$ cat config.mk
export PLATFORM = sky130hd
export DESIGN_NAME = tlv_frame_builder_crc16_flat
export DESIGN_NICKNAME = d
export VERILOG_FILES = /design/src/rtl/tfb_pkg.sv /design/src/rtl/tfb_if.sv /design/src/rtl/tlv_frame_builder_crc16.sv /design/src/rtl/tfb_in_stage.sv /design/src/rtl/tfb_emitter.sv /design/src/flat_wrapper.sv
export SDC_FILE = /design/constraint.sdc
export NUM_CORES = 1
export LEC_CHECK = 0
export BUFFER_PORTS_ARGS = -buffer_cell sky130_fd_sc_hd__buf_4
export CAP_MARGIN = 30
export CORE_ASPECT_RATIO = 1.4
export CORE_MARGIN = 8
export CORE_UTILIZATION = 35
export CTS_CLUSTER_DIAMETER = 50
export CTS_CLUSTER_SIZE = 28
export DETAILED_ROUTE_END_ITERATION = 8
export HOLD_SLACK_MARGIN = 0.03
export MAX_ROUTING_LAYER = met4
export SLEW_MARGIN = 40
export SYNTH_ARGS = -nofsm -noshare
export SYNTH_HDL_FRONTEND = slang
export SYNTH_SLANG_ARGS = --single-unit
$ cat constraint.sdc
create_clock -name clk -period 14.7 [get_ports clk]
set_clock_uncertainty 0.1 [all_clocks]
set_input_delay 2.205 -clock clk [delete_from_list [all_inputs] [get_ports clk]]
set_output_delay 2.205 -clock clk [all_outputs]
set_load 0.05 [all_outputs]
$ cat src/rtl/tfb_pkg.sv
// Shared types, constants and functions of the TLV frame builder.
// No dependencies; every module imports this package.
package tfb_pkg;

  localparam int ID_LEN_DEF    = 8;
  localparam int TIME_LEN_DEF  = 20;

  localparam logic [15:0] CRC_INIT     = 16'hFFFF;
  localparam logic [15:0] CRC_MSB      = 16'h8000;
  localparam logic [15:0] HEADER_RESET = 16'h0000;
  localparam logic [7:0]  TAG_RESET    = 8'h01;
  localparam logic [15:0] POLY_RESET   = 16'h1021;

  localparam logic MODE_TEXT = 1'b0;
  localparam logic MODE_TEMP = 1'b1;

  // floor(x / 100) == (x * RECIP_100) >> RECIP_SHIFT for every x up to 32768
  localparam logic [15:0] RECIP_100   = 16'd41944;
  localparam int          RECIP_SHIFT = 22;

  typedef enum logic [1:0] {
    REG_HEADER = 2'd0,
    REG_TAG    = 2'd1,
    REG_POLY   = 2'd2
  } reg_index_t;

  typedef enum logic [7:0] {
    PH_NEW  = 8'b0000_0001,
    PH_HDR  = 8'b0000_0010,
    PH_STR  = 8'b0000_0100,
    PH_PAD  = 8'b0000_1000,
    PH_INT  = 8'b0001_0000,
    PH_FRAC = 8'b0010_0000,
    PH_CRCL = 8'b0100_0000,
    PH_CRCH = 8'b1000_0000
  } phase_t;

  typedef struct packed {
    logic [15:0] header_word;
    logic [7:0]  tag_value;
    logic [15:0] crc_polynomial;
  } cfg_t;

  typedef struct packed {
    logic        mode;
    logic [7:0]  text_byte;
    logic        neg;
    logic [15:0] mag;
    logic [8:0]  quo;
  } item_t;

  function automatic logic [15:0] crc_byte(input logic [15:0] crc,
                                           input logic [7:0]  data,
                                           input logic [15:0] poly);
    logic [15:0] c;
    c = crc ^ {data, 8'h00};
    for (int b = 0; b < 8; b++) begin
      if ((c & CRC_MSB) != 16'h0000) begin
        c = {c[14:0], 1'b0} ^ poly;
      end else begin
        c = {c[14:0], 1'b0};
      end
    end
    return c;
  endfunction

endpackage

$ cat src/rtl/tfb_if.sv
// Word channels of the TLV frame builder: input items and frame bytes.
// Depends on nothing.
interface tfb_in_if;
  logic               valid;
  logic               ready;
  logic               mode;
  logic [7:0]         text_byte;
  logic signed [15:0] temp_centi;

  modport source (output valid, output mode, output text_byte, output temp_centi,
                  input ready);
  modport sink   (input valid, input mode, input text_byte, input temp_centi,
                  output ready);
endinterface

interface tfb_out_if;
  logic       valid;
  logic       ready;
  logic [7:0] out_byte;
  logic       run_last;
  logic       frame_end;

  modport source (output valid, output out_byte, output run_last, output frame_end,
                  input ready);
  modport sink   (input valid, input out_byte, input run_last, input frame_end,
                  output ready);
endinterface

$ cat src/rtl/tlv_frame_builder_crc16.sv
// Top level of the TLV frame builder with CRC-16: configuration registers,
// input stage and byte sequencer. Depends on tfb_pkg, tfb_if, tfb_in_stage,
// tfb_emitter.
//
//   channel  role   payload
//   item     sink   mode, text_byte, temp_centi
//   frame    source out_byte, run_last, frame_end
//   cfg_*    write  cfg_index selects header_word, tag_value, crc_polynomial
//
// One byte leaves per cycle while the frame sink is ready. A string item
// emits at most one byte; a temperature item emits a pad byte per missing
// string byte, integer, fraction and two CRC bytes. The five header bytes
// come first when an item opens a frame. The output register lets the next
// item enter while a byte waits. Reset clears all control state at once.
module tlv_frame_builder_crc16
  import tfb_pkg::*;
#(
  parameter int ID_LEN         = ID_LEN_DEF,
  parameter int TIME_FIELD_LEN = TIME_LEN_DEF
) (
  input  logic        clk,
  input  logic        rst,
  tfb_in_if.sink      item,
  tfb_out_if.source   frame,
  input  logic        cfg_we,
  input  logic [1:0]  cfg_index,
  input  logic [15:0] cfg_data
);

  localparam int CW = $clog2(ID_LEN + TIME_FIELD_LEN + 1);

  cfg_t          cfg;
  item_t         item_reg;
  logic          item_valid;
  logic          item_done;
  logic          frame_open;
  logic [CW-1:0] fill_count;

  always_ff @(posedge clk) begin
    if (rst) begin
      cfg.header_word    <= HEADER_RESET;
      cfg.tag_value      <= TAG_RESET;
      cfg.crc_polynomial <= POLY_RESET;
    end else if (cfg_we) begin
      unique case (cfg_index)
        REG_HEADER: cfg.header_word    <= cfg_data;
        REG_TAG:    cfg.tag_value      <= cfg_data[7:0];
        REG_POLY:   cfg.crc_polynomial <= cfg_data;
        default: ;
      endcase
    end
  end

  tfb_in_stage u_in (
    .clk        (clk),
    .rst        (rst),
    .item       (item),
    .item_done  (item_done),
    .item_valid (item_valid),
    .item_reg   (item_reg)
  );

  tfb_emitter #(
    .ID_LEN         (ID_LEN),
    .TIME_FIELD_LEN (TIME_FIELD_LEN)
  ) u_emit (
    .clk        (clk),
    .rst        (rst),
    .cfg        (cfg),
    .item       (item_reg),
    .item_valid (item_valid),
    .item_done  (item_done),
    .frame      (frame),
    .frame_open (frame_open),
    .fill_count (fill_count)
  );

`ifndef ASSERT_OFF
  a_count_bound: assert property (@(posedge clk) disable iff (rst)
    fill_count <= CW'(ID_LEN + TIME_FIELD_LEN))
    else $error("string fill count beyond both fields");

  a_closed_empty: assert property (@(posedge clk) disable iff (rst)
    !frame_open |-> fill_count == '0)
    else $error("fill count left over with no frame open");

  a_end_is_last: assert property (@(posedge clk) disable iff (rst)
    frame.valid && frame.frame_end |-> frame.run_last)
    else $error("frame end word not marked as last of its item");

  a_done_needs_item: assert property (@(posedge clk) disable iff (rst)
    item_done |=> !frame_open || fill_count != '0 || !$past(frame.frame_end))
    else $error("frame closed with stale fill count");
`endif

endmodule

$ cat src/rtl/tfb_in_stage.sv
// Input register of the frame builder; splits the temperature into sign,
// magnitude and quotient by 100. Depends on tfb_pkg and tfb_in_if.
module tfb_in_stage
  import tfb_pkg::*;
(
  input  logic       clk,
  input  logic       rst,
  tfb_in_if.sink     item,
  input  logic       item_done,
  output logic       item_valid,
  output item_t      item_reg
);

  logic        neg_in;
  logic [15:0] mag_in;
  logic [31:0] prod;

  assign item.ready = !item_valid || item_done;

  assign neg_in = item.temp_centi[15];
  assign mag_in = neg_in ? 16'(~item.temp_centi + 16'sd1) : 16'(item.temp_centi);
  assign prod   = 32'(mag_in) * 32'(RECIP_100);

  always_ff @(posedge clk) begin
    if (rst) begin
      item_valid <= 1'b0;
    end else if (item.ready) begin
      item_valid <= item.valid;
    end
  end

  always_ff @(posedge clk) begin
    if (item.valid && item.ready) begin
      item_reg.mode      <= item.mode;
      item_reg.text_byte <= item.text_byte;
      item_reg.neg       <= neg_in;
      item_reg.mag       <= mag_in;
      item_reg.quo       <= prod[RECIP_SHIFT+8:RECIP_SHIFT];
    end
  end

endmodule

$ cat src/rtl/tfb_emitter.sv
// Byte sequencer of the frame builder: header, string fields, temperature and
// CRC, one byte a cycle while the output is free. Depends on tfb_pkg, tfb_out_if.
module tfb_emitter
  import tfb_pkg::*;
#(
  parameter int ID_LEN         = ID_LEN_DEF,
  parameter int TIME_FIELD_LEN = TIME_LEN_DEF
) (
  input  logic  clk,
  input  logic  rst,
  input  cfg_t  cfg,
  input  item_t item,
  input  logic  item_valid,
  output logic  item_done,
  tfb_out_if.source frame,
  output logic  frame_open,
  output logic [$clog2(ID_LEN+TIME_FIELD_LEN+1)-1:0] fill_count
);

  localparam int STR_TOTAL = ID_LEN + TIME_FIELD_LEN;
  localparam int CW        = $clog2(STR_TOTAL + 1);
  localparam logic [CW-1:0] TOTAL_C = CW'(STR_TOTAL);
  localparam logic [CW-1:0] LAST_C  = CW'(STR_TOTAL - 1);
  localparam logic [CW-1:0] ID_C    = CW'(ID_LEN);
  localparam logic [15:0]   LEN_C   = 16'(STR_TOTAL + 2);

  phase_t      phase, phase_eff, phase_next;
  logic [2:0]  hdr_cnt, hdr_cnt_next;
  logic        in_frame, in_frame_next;
  logic [CW-1:0] count, count_next;
  logic        zero_seen, zero_seen_next;
  logic [15:0] crc, crc_next;

  logic        out_valid;
  logic [7:0]  out_byte;
  logic        out_last;
  logic        out_end;

  logic        advance;
  logic        emit, feed, step_done, fend;
  logic [7:0]  byte_val, hdr_byte, str_src, str_val;
  logic        zs_eff;
  logic [15:0] crc_fed;
  logic [15:0] qx, q100;
  logic [6:0]  rem;
  logic [8:0]  qneg;
  logic [7:0]  ip, fp;
  phase_t      post_hdr;

  assign advance = item_valid && (!out_valid || frame.ready);

  always_comb begin
    phase_eff = phase;
    unique case (phase)
      PH_NEW: begin
        if (!in_frame)           phase_eff = PH_HDR;
        else if (!item.mode)     phase_eff = PH_STR;
        else if (count < TOTAL_C) phase_eff = PH_PAD;
        else                     phase_eff = PH_INT;
      end
      PH_HDR, PH_STR, PH_PAD, PH_INT, PH_FRAC, PH_CRCL, PH_CRCH: phase_eff = phase;
      default: phase_eff = PH_NEW;
    endcase
  end

  always_comb begin
    case (hdr_cnt)
      3'd0:    hdr_byte = cfg.header_word[15:8];
      3'd1:    hdr_byte = cfg.header_word[7:0];
      3'd2:    hdr_byte = cfg.tag_value;
      3'd3:    hdr_byte = LEN_C[7:0];
      default: hdr_byte = LEN_C[15:8];
    endcase
  end

  assign str_src = item.mode ? 8'h00 : item.text_byte;
  assign zs_eff  = (count == ID_C) ? 1'b0 : zero_seen;
  assign str_val = zs_eff ? 8'h00 : str_src;

  assign qx   = {7'd0, item.quo};
  assign q100 = (qx << 6) + (qx << 5) + (qx << 2);
  assign rem  = 7'(item.mag - q100);
  assign qneg = 9'd0 - item.quo;
  assign ip   = item.neg ? qneg[7:0] : item.quo[7:0];
  assign fp   = item.neg ? 8'(8'd0 - {1'b0, rem}) : {1'b0, rem};

  assign post_hdr = item.mode ? PH_PAD : PH_STR;

  always_comb begin
    emit           = 1'b1;
    feed           = 1'b1;
    step_done      = 1'b0;
    fend           = 1'b0;
    byte_val       = 8'h00;
    phase_next     = phase_eff;
    hdr_cnt_next   = hdr_cnt;
    in_frame_next  = in_frame;
    count_next     = count;
    zero_seen_next = zero_seen;
    unique case (phase_eff)
      PH_HDR: begin
        byte_val     = hdr_byte;
        hdr_cnt_next = 3'(hdr_cnt + 3'd1);
        if (hdr_cnt == 3'd4) begin
          hdr_cnt_next  = 3'd0;
          in_frame_next = 1'b1;
          phase_next    = post_hdr;
        end
      end
      PH_STR: begin
        step_done  = 1'b1;
        phase_next = PH_NEW;
        if (count >= TOTAL_C) begin
          emit = 1'b0;
          feed = 1'b0;
        end else begin
          byte_val       = str_val;
          zero_seen_next = zs_eff || (str_val == 8'h00);
          count_next     = CW'(count + 1'b1);
        end
      end
      PH_PAD: begin
        byte_val       = str_val;
        zero_seen_next = 1'b1;
        count_next     = CW'(count + 1'b1);
        if (count == LAST_C) begin
          phase_next = PH_INT;
        end
      end
      PH_INT: begin
        byte_val   = ip;
        phase_next = PH_FRAC;
      end
      PH_FRAC: begin
        byte_val   = fp;
        phase_next = PH_CRCL;
      end
      PH_CRCL: begin
        byte_val   = crc[7:0];
        feed       = 1'b0;
        phase_next = PH_CRCH;
      end
      PH_CRCH: begin
        byte_val       = crc[15:8];
        feed           = 1'b0;
        fend           = 1'b1;
        step_done      = 1'b1;
        phase_next     = PH_NEW;
        in_frame_next  = 1'b0;
        count_next     = '0;
        zero_seen_next = 1'b0;
      end
      default: begin
        emit = 1'b0;
        feed = 1'b0;
      end
    endcase
  end

  assign crc_fed  = crc_byte(crc, byte_val, cfg.crc_polynomial);
  assign crc_next = fend ? CRC_INIT : (feed ? crc_fed : crc);

  assign item_done = advance && step_done;

  always_ff @(posedge clk) begin
    if (rst) begin
      phase     <= PH_NEW;
      hdr_cnt   <= 3'd0;
      in_frame  <= 1'b0;
      count     <= '0;
      zero_seen <= 1'b0;
      crc       <= CRC_INIT;
      out_valid <= 1'b0;
    end else begin
      if (advance && emit) begin
        out_valid <= 1'b1;
      end else if (frame.ready) begin
        out_valid <= 1'b0;
      end
      if (advance) begin
        phase     <= phase_next;
        hdr_cnt   <= hdr_cnt_next;
        in_frame  <= in_frame_next;
        count     <= count_next;
        zero_seen <= zero_seen_next;
        crc       <= crc_next;
      end
    end
  end

  always_ff @(posedge clk) begin
    if (advance && emit) begin
      out_byte <= byte_val;
      out_last <= step_done;
      out_end  <= fend;
    end
  end

  assign frame.valid     = out_valid;
  assign frame.out_byte  = out_byte;
  assign frame.run_last  = out_last;
  assign frame.frame_end = out_end;

  assign frame_open = in_frame;
  assign fill_count = count;

endmodule
$ cat src/flat_wrapper.sv
// flat-port wrapper written by rule: the top's interface ports become plain ports
module tlv_frame_builder_crc16_flat import tfb_pkg::*;
#(
  parameter int ID_LEN         = ID_LEN_DEF,
  parameter int TIME_FIELD_LEN = TIME_LEN_DEF
)
  (clk, rst, cfg_we, cfg_index, cfg_data, item_valid, item_mode, item_text_byte, item_temp_centi, item_ready, frame_valid, frame_out_byte, frame_run_last, frame_frame_end, frame_ready);
  tfb_in_if item_i ();
  tfb_out_if frame_i ();
  input  logic clk;
  input  logic rst;
  input  logic cfg_we;
  input  logic [1:0] cfg_index;
  input  logic [15:0] cfg_data;
  input wire logic [$bits(item_i.valid)-1:0] item_valid;
  input wire logic [$bits(item_i.mode)-1:0] item_mode;
  input wire logic [$bits(item_i.text_byte)-1:0] item_text_byte;
  input wire logic [$bits(item_i.temp_centi)-1:0] item_temp_centi;
  output wire logic [$bits(item_i.ready)-1:0] item_ready;
  output wire logic [$bits(frame_i.valid)-1:0] frame_valid;
  output wire logic [$bits(frame_i.out_byte)-1:0] frame_out_byte;
  output wire logic [$bits(frame_i.run_last)-1:0] frame_run_last;
  output wire logic [$bits(frame_i.frame_end)-1:0] frame_frame_end;
  input wire logic [$bits(frame_i.ready)-1:0] frame_ready;
  assign item_i.valid = item_valid;
  assign item_i.mode = item_mode;
  assign item_i.text_byte = item_text_byte;
  assign item_i.temp_centi = item_temp_centi;
  assign item_ready = item_i.ready;
  assign frame_valid = frame_i.valid;
  assign frame_out_byte = frame_i.out_byte;
  assign frame_run_last = frame_i.run_last;
  assign frame_frame_end = frame_i.frame_end;
  assign frame_i.ready = frame_ready;
  tlv_frame_builder_crc16 #(.ID_LEN(ID_LEN), .TIME_FIELD_LEN(TIME_FIELD_LEN)) u_core (.clk(clk), .rst(rst), .item(item_i), .frame(frame_i), .cfg_we(cfg_we), .cfg_index(cfg_index), .cfg_data(cfg_data));
endmodule
# Yosys cells after proc, flatten, opt, wreduce, memory -nomap -nowiden
# Index checks and enable logic that the tools add are counted.
dict set report word_totals {
  ff_bits 111
  in_bits 48
}
dict set report op_classes {
  n_addsub 8
  multipliers 1
  n_lt_le_gt_ge 2
  eq_ne 25
  mux 41
  bitwise 10
  reduce_logical 27
}
# op n
set ops {}
lappend ops {{$mux 16} 11}
lappend ops {{$xor 16x16->16} 9}
lappend ops {{$mux 8} 8}
lappend ops {{$pmux 8 s7} 1}
lappend ops {{$pmux 8 s6} 1}
lappend ops {{$pmux 8 s4} 1}
lappend ops {{$mul 16x13->27 const B} 1}
lappend ops {{$add 16x2->16 const B} 1}
lappend ops {{$eq 8x2->1 const B} 2}
lappend ops {{$eq 8x3->1 const B} 2}
lappend ops {{$eq 8x4->1 const B} 2}
lappend ops {{$eq 8x5->1 const B} 2}
lappend ops {{$eq 8x6->1 const B} 2}
lappend ops {{$eq 8x7->1 const B} 2}
lappend ops {{$eq 8x8->1 const B} 2}
lappend ops {{$not 16->16} 1}
lappend ops {{$pmux 8 s2} 1}
lappend ops {{$mux 5} 3}
lappend ops {{$pmux 5 s3} 1}
lappend ops {{$add 7x7->7} 2}
lappend ops {{$reduce_and 2->1} 5}
lappend ops {{$eq 8x1->1 const B} 1}
lappend ops {{$logic_not 8->1} 1}
lappend ops {{$mux 1} 8}
lappend ops {{31 further kinds} 44}

# Longest topological paths before layout
# Gate-level depths: netlist (run 1).
dict set report depth {
  word_depth 26
  depth_mapped 32
  ltp_nobuf 32
}

# Cells and area by module
# Synthesis (run 1) repeated with hierarchy kept, for this count alone.
dict set report unflattened {
  hier_cells 1395
  area_unflattened_um2 12823.5
}
# mod n_inst cells_each area_each_um2 seq_area_each_um2
set modules_own_cells {}
lappend modules_own_cells {tfb_emitter 1 737 5818.1 1001.0}
lappend modules_own_cells {tfb_in_stage 1 503 5355.1 1071.0}
lappend modules_own_cells {tlv_frame_builder_crc16 1 155 1650.3 800.8}

# Least setup slack after synthesis (run 1)
# OpenSTA, ideal clock, no wires.
dict set report synth_timing {
  path_type {input to register}
  from {in item_temp_centi[0]}
  to {reg u_core.u_in.item_reg[7] (netlist name)}
  t_arrival_ns 8.269
  required_time_ns 14.340
  slack_ns 6.071
  stages 32
  path_buffers 0
  path_cell_list {inv_1 -> ha_1 -> nand2b_1 -> o21ai_0 -> xnor2_1 -> ha_1 -> inv_1 -> fa_1 -> inv_1 -> ha_1 -> ha_1 -> inv_1 -> fa_1 -> inv_1 -> ha_1 -> and3_1 -> a31o_2 -> a21o_1 -> a21o_1 -> a21o_1 -> a21o_1 -> a21o_1 -> a21o_1 -> a21o_1 -> a21o_1 -> a21oi_1 -> o21ai_0 -> and3_1 -> o41a_1 -> a211o_1 -> a21oi_1 -> xnor2_1}
}
dict set report synth_via {
  elab_chain_cells 4
}
# element line
set synth_rtl {}
lappend synth_rtl {{start: declaration} flat_wrapper.sv:18} ;# input wire logic [$bits(item_i.temp_centi)-1:0] item_temp_centi;
lappend synth_rtl {{$not 16->16} tfb_in_stage.sv:21} ;# assign mag_in = neg_in ? 16'(~item.temp_centi + 16'sd1) : 16'(item.temp_centi);
lappend synth_rtl {{$add 16x2->16} tfb_in_stage.sv:21}
lappend synth_rtl {{$mux 16} tfb_in_stage.sv:21}
lappend synth_rtl {{net u_core.u_in.mag_in[4]} tfb_in_stage.sv:15} ;# logic [15:0] mag_in;
lappend synth_rtl {{$mul 16x13->27} tfb_in_stage.sv:22} ;# assign prod = 32'(mag_in) * 32'(RECIP_100);
lappend synth_rtl {{net u_core.u_in.prod[29]} tfb_in_stage.sv:16} ;# logic [31:0] prod;
# The timed path passes the listed nets, and every way through them passes these cells.
# A chain may end at the register's enable or synchronous reset.

# Worst setup path in the final report (run 1)
dict set report layout_timing {
  from {in item_temp_centi[0]}
  to {reg u_core.u_in.item_reg[7] (netlist name)}
}
dict set report layout_via {
  elab_chain_cells 4
}
# element line
set layout_rtl {}
lappend layout_rtl {{$not 16->16} tfb_in_stage.sv:21}
lappend layout_rtl {{$add 16x2->16} tfb_in_stage.sv:21}
lappend layout_rtl {{$mux 16} tfb_in_stage.sv:21}
lappend layout_rtl {{net u_core.u_in.mag_in[4]} tfb_in_stage.sv:15}
lappend layout_rtl {{$mul 16x13->27} tfb_in_stage.sv:22}
lappend layout_rtl {{net u_core.u_in.prod[29]} tfb_in_stage.sv:16}
# The timed path passes the listed nets, and every way through them passes these cells.

==> key figures, run 1 <==
Pwr
  – Peak VDD IR: 0.120 mV
  – PD cells: 193 nW/um2
  – Tot Pwr: 2.55 mW
  – Leakage: 5.57 nW

Timing
  – Setup violations, final: 0
  – Slew of the pin with the lowest slew margin: 832 ps
  – Final Max Slew Viols: 0
  – Fin worst setup slack: 5710 ps
  – Fin crit period: 8990 ps
  – Final hold vios: 0
  – Min Hold Slack: 362 ps
  – Total Negative Setup Slacks: 0 ps
  – Final period util: 61.1%
  – Fmax: ~110 MHz
  – RSZ-0062 raised after global routing: false
  – Slew margin rel.: 44.4%

Route
  – Avg Vias per Cell: 5.32
  – Via count: 9,914
  – Total wire length: between 30 and 40 mm
  – Wire length on met2: 16.6 mm
  – DRT iter0 DRCs: 714
  – Residual DRC: 0
  – Met3 WL: approximately 1.2 mm
  – Max layer used: met4
  – Wire per inst: 17.2 um
  – Met1 wire length: around 13 mm
  – Drt pass-1 iters: 6
  – ANT nets after route: 0

Yosys
  – Syn Std Cell Area: 12,100 um2
  – Yosys Warn Count: 0
  – Post-synth EDFFs: 35
  – Sequential area share after synthesis: 21.3%
  – Post-synth cell types: between 80 and 90
  – Syn_nets: 1,645
  – Synth area leaders: dfxtp_1 13%, fa_1 12%, ha_1 12%
  – Synth Flop Type: dfxtp_1
  – Synth Instances: 1,406
  – Synth top area share: 12.6%
  – Count leader, synth: nand2_1
  – Cell taking the most area after synthesis: dfxtp_1
  – Syn_area_per_cell: 8.57 um2
  – Asr flop ratio synth: 0%
  – #FFs+latches synth: 111
  – Synth top cells by count: 187 x nand2_1, 164 x inv_1, 117 x ha_1

Layout
  – Synth-to-Final Area Change: 9.52%
  – Design Area, Final: 13,200 um2
  – Final core occ: 38.8%
  – Layout net count: 1,646
  – Ant. Diodes: 0
  – Layout cells sized above 1: about 9.0%
  – Max reg flops: 40
  – Fill cells: 3,513
  – Non-Filler Instances: 1,863

GRT
  – Via count of the first global-routing pass: between 9k and 10k
  – GRT Overall Usage: 16.0%
  – Initial antenna violation count: 0
  – Grt ovf: 0
  – First-pass GRT wire length: 51.9 mm
  – Largest net degree at the start of global routing: 59

Clock tree
  – Postcts setup bufs: 0
  – Maximum level of the CTS H-tree: 3
  – Clock tree root buffer cell: clkbuf_16
  – Hold_buf cts: 0
  – Clock buffer depth: 2
  – Worst-skew pair later-pin latency: 380 ps
  – Worst-path clk slew: 80 ps
  – Clk sinks: around 110
  – Post-CTS sizing: 0
  – CTS tree: yes
  – CTS Buf Count: 9

Placement
  – DP Area: 12,900 um2
  – PortBufs: approximately 60
  – Routability cong.: roughly 0.87
  – Post-Place Worst Slack: 5310 ps
  – Post-DP HPWL: around 25 mm
  – Placed cells: between 1.5k and 2k

Job
  – Max Cap Viol: 0

Die
  – Number of I/O pins: 60
  – Initial core utilization: 35.4%
  – Core region area: 34,000 um2
  – Chip height: 236 um
  – Rows: 80
  – Die width: 173 um
  – Die area: 40,700 um2

Setup path
  – Critical path required time: 14,710 ps
  – Worst EP arrival: 9000 ps
  – Top cell by count, worst path: a21o_1
  – Crit path capture type: flop
  – CP Launch Type: input pin
  – Crit path kind: in -> reg
  – Max incr delay on CP: 590 ps
  – Worst path slowest cell: xnor2_1
  – Crit-path max FO: 8

Min path
  – Hold WC Path Type: reg -> reg

Run status
  – Status: complete, no violations
placed cells by master, fill, tap and decap left out, types with 5 or more instances in the layout:
cell         n
a211o_1     13
a211oi_1     8
a21o_1      13
a21oi_1     66
a222oi_1    10
a22oi_1      6
a31oi_1      5
and2_1       6
and3_1       7
buf_4       71
clkbuf_16    9
dfxtp_1     76
edfxtp_1    35
fa_1        74
ha_1       117
inv_1      164
mux2i_1     10
nand2_1    187
nand2b_1    13
nand3_1     18
nand4_1     27
nand4b_1     9
nor2_1      81
nor3_1      23
nor3b_1      7
nor4_1      16
o2111ai_1   21
o211ai_1    21
o21ai_0     30
o22a_1      16
o31ai_1      8
or2_2        5
or3_1       10
xnor2_1    108
xnor2_2      8
xnor3_1      6
xor2_1      21
power by group:
group / switching (mW) / internal, mW
Clock: 0.131 / 0.121
Combinational: 1.04 / 0.823
Sequential: 0.0510 / 0.377
Total: 1.23 / 1.32
routing by layer:
| metal | GRT usage [%] | vias to the layer above |
|---|---|---|
| li1 | - | 4868 |
| met3 | 2.02 | 62 |
| met4 | 6.52 | 0 |
| met2 | 28.1 | 257 |
| met1 | 18.2 | 4727 |
| met5 | - | - |
critical path: cells and delay by family:
kind,cells,cell delay (ps)
AOI/OAI and AO/OA,15,2800
xor gates and xnor gates,2,670
adders and majority gates,7,2320
buffers and inverters,6,470
and+or+nand+nor,3,520
final cells by class:
class | instances | area [um2] | area share, %
Timing Repair Buffer | 72 | 548 | 4.15
Clock inverter | 7 | 73.8 | 0.559
Inverter | 164 | 616 | 4.66
Tap cell | 451 | 564 | 4.28
Clock buffer | 9 | 225 | 1.71
Multi-Input combinational cell | 1049 | 8600 | 65.2
Sequential cell | 111 | 2570 | 19.5
cells by family after synthesis:
group | Yosys count | synth area share [%]
buffers and inverters | 246 | 8.05
adder cells (fa/ha/maj) | 192 | 24.5
AND/OR/NAND/NOR | 431 | 17.2
flip-flops | 111 | 21.3
XOR/XNOR | 146 | 11.6
multiplexers | 14 | 1.21
AO/OA/AOI/OAI | 266 | 16.1
path summary, 6_finish.rpt:
check / slack, ps / end / startpoint / cells after the start
max: 5710 / u_core.u_in.item_reg[7]$_DFFE_PP_ / item_temp_centi[0] / 33
min reg2reg: 360 / u_core.cfg[27]$_SDFFE_PP0P_ / u_core.cfg[27]$_SDFFE_PP0P_ / 2
min: 360 / u_core.cfg[27]$_SDFFE_PP0P_ / u_core.cfg[27]$_SDFFE_PP0P_ / 2
max reg2reg: 6420 / u_core.u_emit.crc[9]$_SDFFE_PP1P_ / u_core.u_in.item_reg[0]$_DFFE_PP_ / 21
No activity file was read; power rests on OpenSTA's default activity.
==> run 2: changes to the inputs <==
==> constraint.sdc (replaced) <==
create_clock -name clk -period 9.4 [get_ports clk]
set_clock_uncertainty 0.1 [all_clocks]
set_input_delay 1.41 -clock clk [delete_from_list [all_inputs] [get_ports clk]]
set_output_delay 1.41 -clock clk [all_outputs]
set_load 0.05 [all_outputs]
==> run 2 against run 1 <==
  * Critical path depth unchanged
  * Die area did not move
  * Non-clock buffer count is 6 higher
  * Combinational power is 57% higher
  * Worst hold slack worse by 5.2 ps
  * Design area rose by 0.35%
  * Wire length shrank 0.14%
  * Core utilization rose by 0.14 points
  * Sequential share of layout area fell by 0.068 points
  * Clock-buffer cell count is 1 higher
==> key figures, run 2 (synthesized netlist as in run 1, its figures left out) <==
Layout
  – Layout cells sized above 1: 9.10%
  – Ant. Diodes: 0
  – Non-Filler Instances: 1,869
  – Most frequent cells in the layout: 187 x nand2_1, 164 x inv_1, 117 x ha_1, 110 x xnor2_1, 81 x nor2_1
  – Synth-to-Final Area Change: 9.90%
  – Max reg flops: 40
  – Fill cells: 3,485
  – Layout net count: 1,652
  – Most common cell after layout, fill and taps aside: nand2_1

Timing
  – Slew of the pin with the lowest slew margin: approximately 850 ps
  – RSZ-0062 raised after global routing: false
  – Final hold vios: 0
  – Fin crit period: 8150 ps
  – Slew margin rel.: 43.2%
  – Final Max Slew Viols: 0
  – Fmax: 123 MHz
  – Total Negative Setup Slacks: 0 ps
  – Min Hold Slack: 357 ps
  – Setup violations, final: 0
  – Fin worst setup slack: ~1300 ps
  – Final period util: 86.7%

Setup path
  – Max incr delay on CP: 570 ps
  – Crit-path max FO: 8
  – Critical path required time: 9420 ps
  – Crit path buf inv count: 6
  – CP Launch Type: input pin
  – Crit path kind: in -> reg
  – Worst path slowest cell: xnor2_1
  – Worst EP arrival: between 8000 and 9000 ps
  – Top cell by count, worst path: a21o_1
  – Crit path capture type: flop
  – Delay-heaviest family, CP: compound AO/OA/AOI/OAI gates

Die
  – Core region area: 34,000 um2
  – Rows: 80
  – Die width: approximately 170 um
  – Chip height: between 200 and 250 um
  – Number of I/O pins: 60
  – Initial core utilization: around 35%
  – Die area: 40,700 um2

Clock tree
  – Post-CTS sizing: 0
  – Clk sinks: 111
  – CTS Buf Count: 9
  – Postcts setup bufs: 0
  – Maximum level of the CTS H-tree: 3
  – Worst-path clk slew: ~80 ps
  – Clock tree root buffer cell: clkbuf_16
  – Worst-skew pair later-pin latency: 370 ps
  – Hold_buf cts: 0
  – Clock buffer depth: 2
  – CTS tree: yes

GRT
  – Largest net degree at the start of global routing: 59
  – Initial antenna violation count: 0
  – GRT Overall Usage: 16.0%
  – Grt ovf: 0
  – First-pass GRT wire length: 51.9 mm
  – Via count of the first global-routing pass: 9,819

Placement
  – Placed cells: 1,852
  – Routability cong.: 0.882
  – Post-Place Worst Slack: 820 ps
  – PortBufs: 59
  – Post-DP HPWL: 25.4 mm

Pwr
  – Peak VDD IR: approximately 0.2 mV
  – Leakage: 5.60 nW
  – PD cells: 303 nW/um2

Run status
  – Status: complete, no violations

Route
  – Residual DRC: 0
  – DRT iter0 DRCs: 672
  – ANT nets after route: 0
  – Total wire length: 32.0 mm
  – Drt pass-1 iters: 6
  – Wire per inst: approximately 17 um
  – Avg Vias per Cell: around 5.4
  – Via count: 10.0k

Min path
  – Hold WC Path Type: reg -> reg

Job
  – Max Cap Viol: 0
[run 2: changes by cell type in the layout (fill, tap and decap cells not counted), sizes merged]
cell | previous run | this run
clkinv | 2 | 1
clkbuf | 9 | 10
bufinv | 0 | 1
buf | 72 | 78
clkinvlp | 1 | 0
[run 2: area by class of cell]
type	count	area (um2)	area share (%)
Timing Repair Buffer	78	597	4.51
Clock buffer	10	229	1.73
Tap cell	451	564	4.26
Clock inverter	6	83.8	0.633
Inverter	164	616	4.65
Multi-Input combinational cell	1049	8580	64.8
Sequential cell	111	2570	19.4
[run 2: report_power, final]
| part | internal [mW] | total [mW] | switching (mW) |
|---|---|---|---|
| clock | 0.214 | 0.412 | 0.197 |
| combinational | 1.29 | 2.94 | 1.64 |
| sequential | 0.590 | 0.669 | 0.0787 |
[run 2: worst paths after layout]
kind | startpoint | endpoint | slack [ps] | cells after the start
worst max register to register | u_core.u_in.item_reg[0]$_DFFE_PP_ | u_core.u_emit.crc[7]$_SDFFE_PP1P_ | 1400 | 22
worst min-delay path | u_core.cfg[30]$_SDFFE_PP0P_ | u_core.cfg[30]$_SDFFE_PP0P_ | 360 | 2
worst min register to register | u_core.cfg[30]$_SDFFE_PP0P_ | u_core.cfg[30]$_SDFFE_PP0P_ | 360 | 2
worst max-delay path | item_temp_centi[0] | u_core.u_in.item_reg[7]$_DFFE_PP_ | 1250 | 33
[run 2: worst reg2reg max path, delay by kind of cell, from the launching register on]
family	cells	cell delay, ps
compound gates	3	520
buf+inv	2	330
xor+xnor	3	1100
flops	1	530
simple gates	11	4370
fa+ha+maj	3	1010
[run 2: per-stage QoR]
| stage | power, mW | utilization (%) | instance area [um2] |
|---|---|---|---|
| after floorplan | 2.94 | - | 12100 |
| after global placement | 3.56 | 37.8 | 12800 |
| after detailed placement | 3.61 | 37.9 | 12900 |
| after CTS | 4.06 | 38.9 | 13200 |
| after global routing | 4.43 | 38.9 | 13200 |
| final | 4.02 | 38.9 | 13200 |
[run 2: layer usage]
layer  vias to the layer above  share of wire (%)  track usage (%)
met5                         -                  0                -
met4                         0                3.0             6.34
met3                        52                3.0             1.44
met2                       218                 52             28.3
met1                      4879                 42             18.3
li1                       4867                  -                -
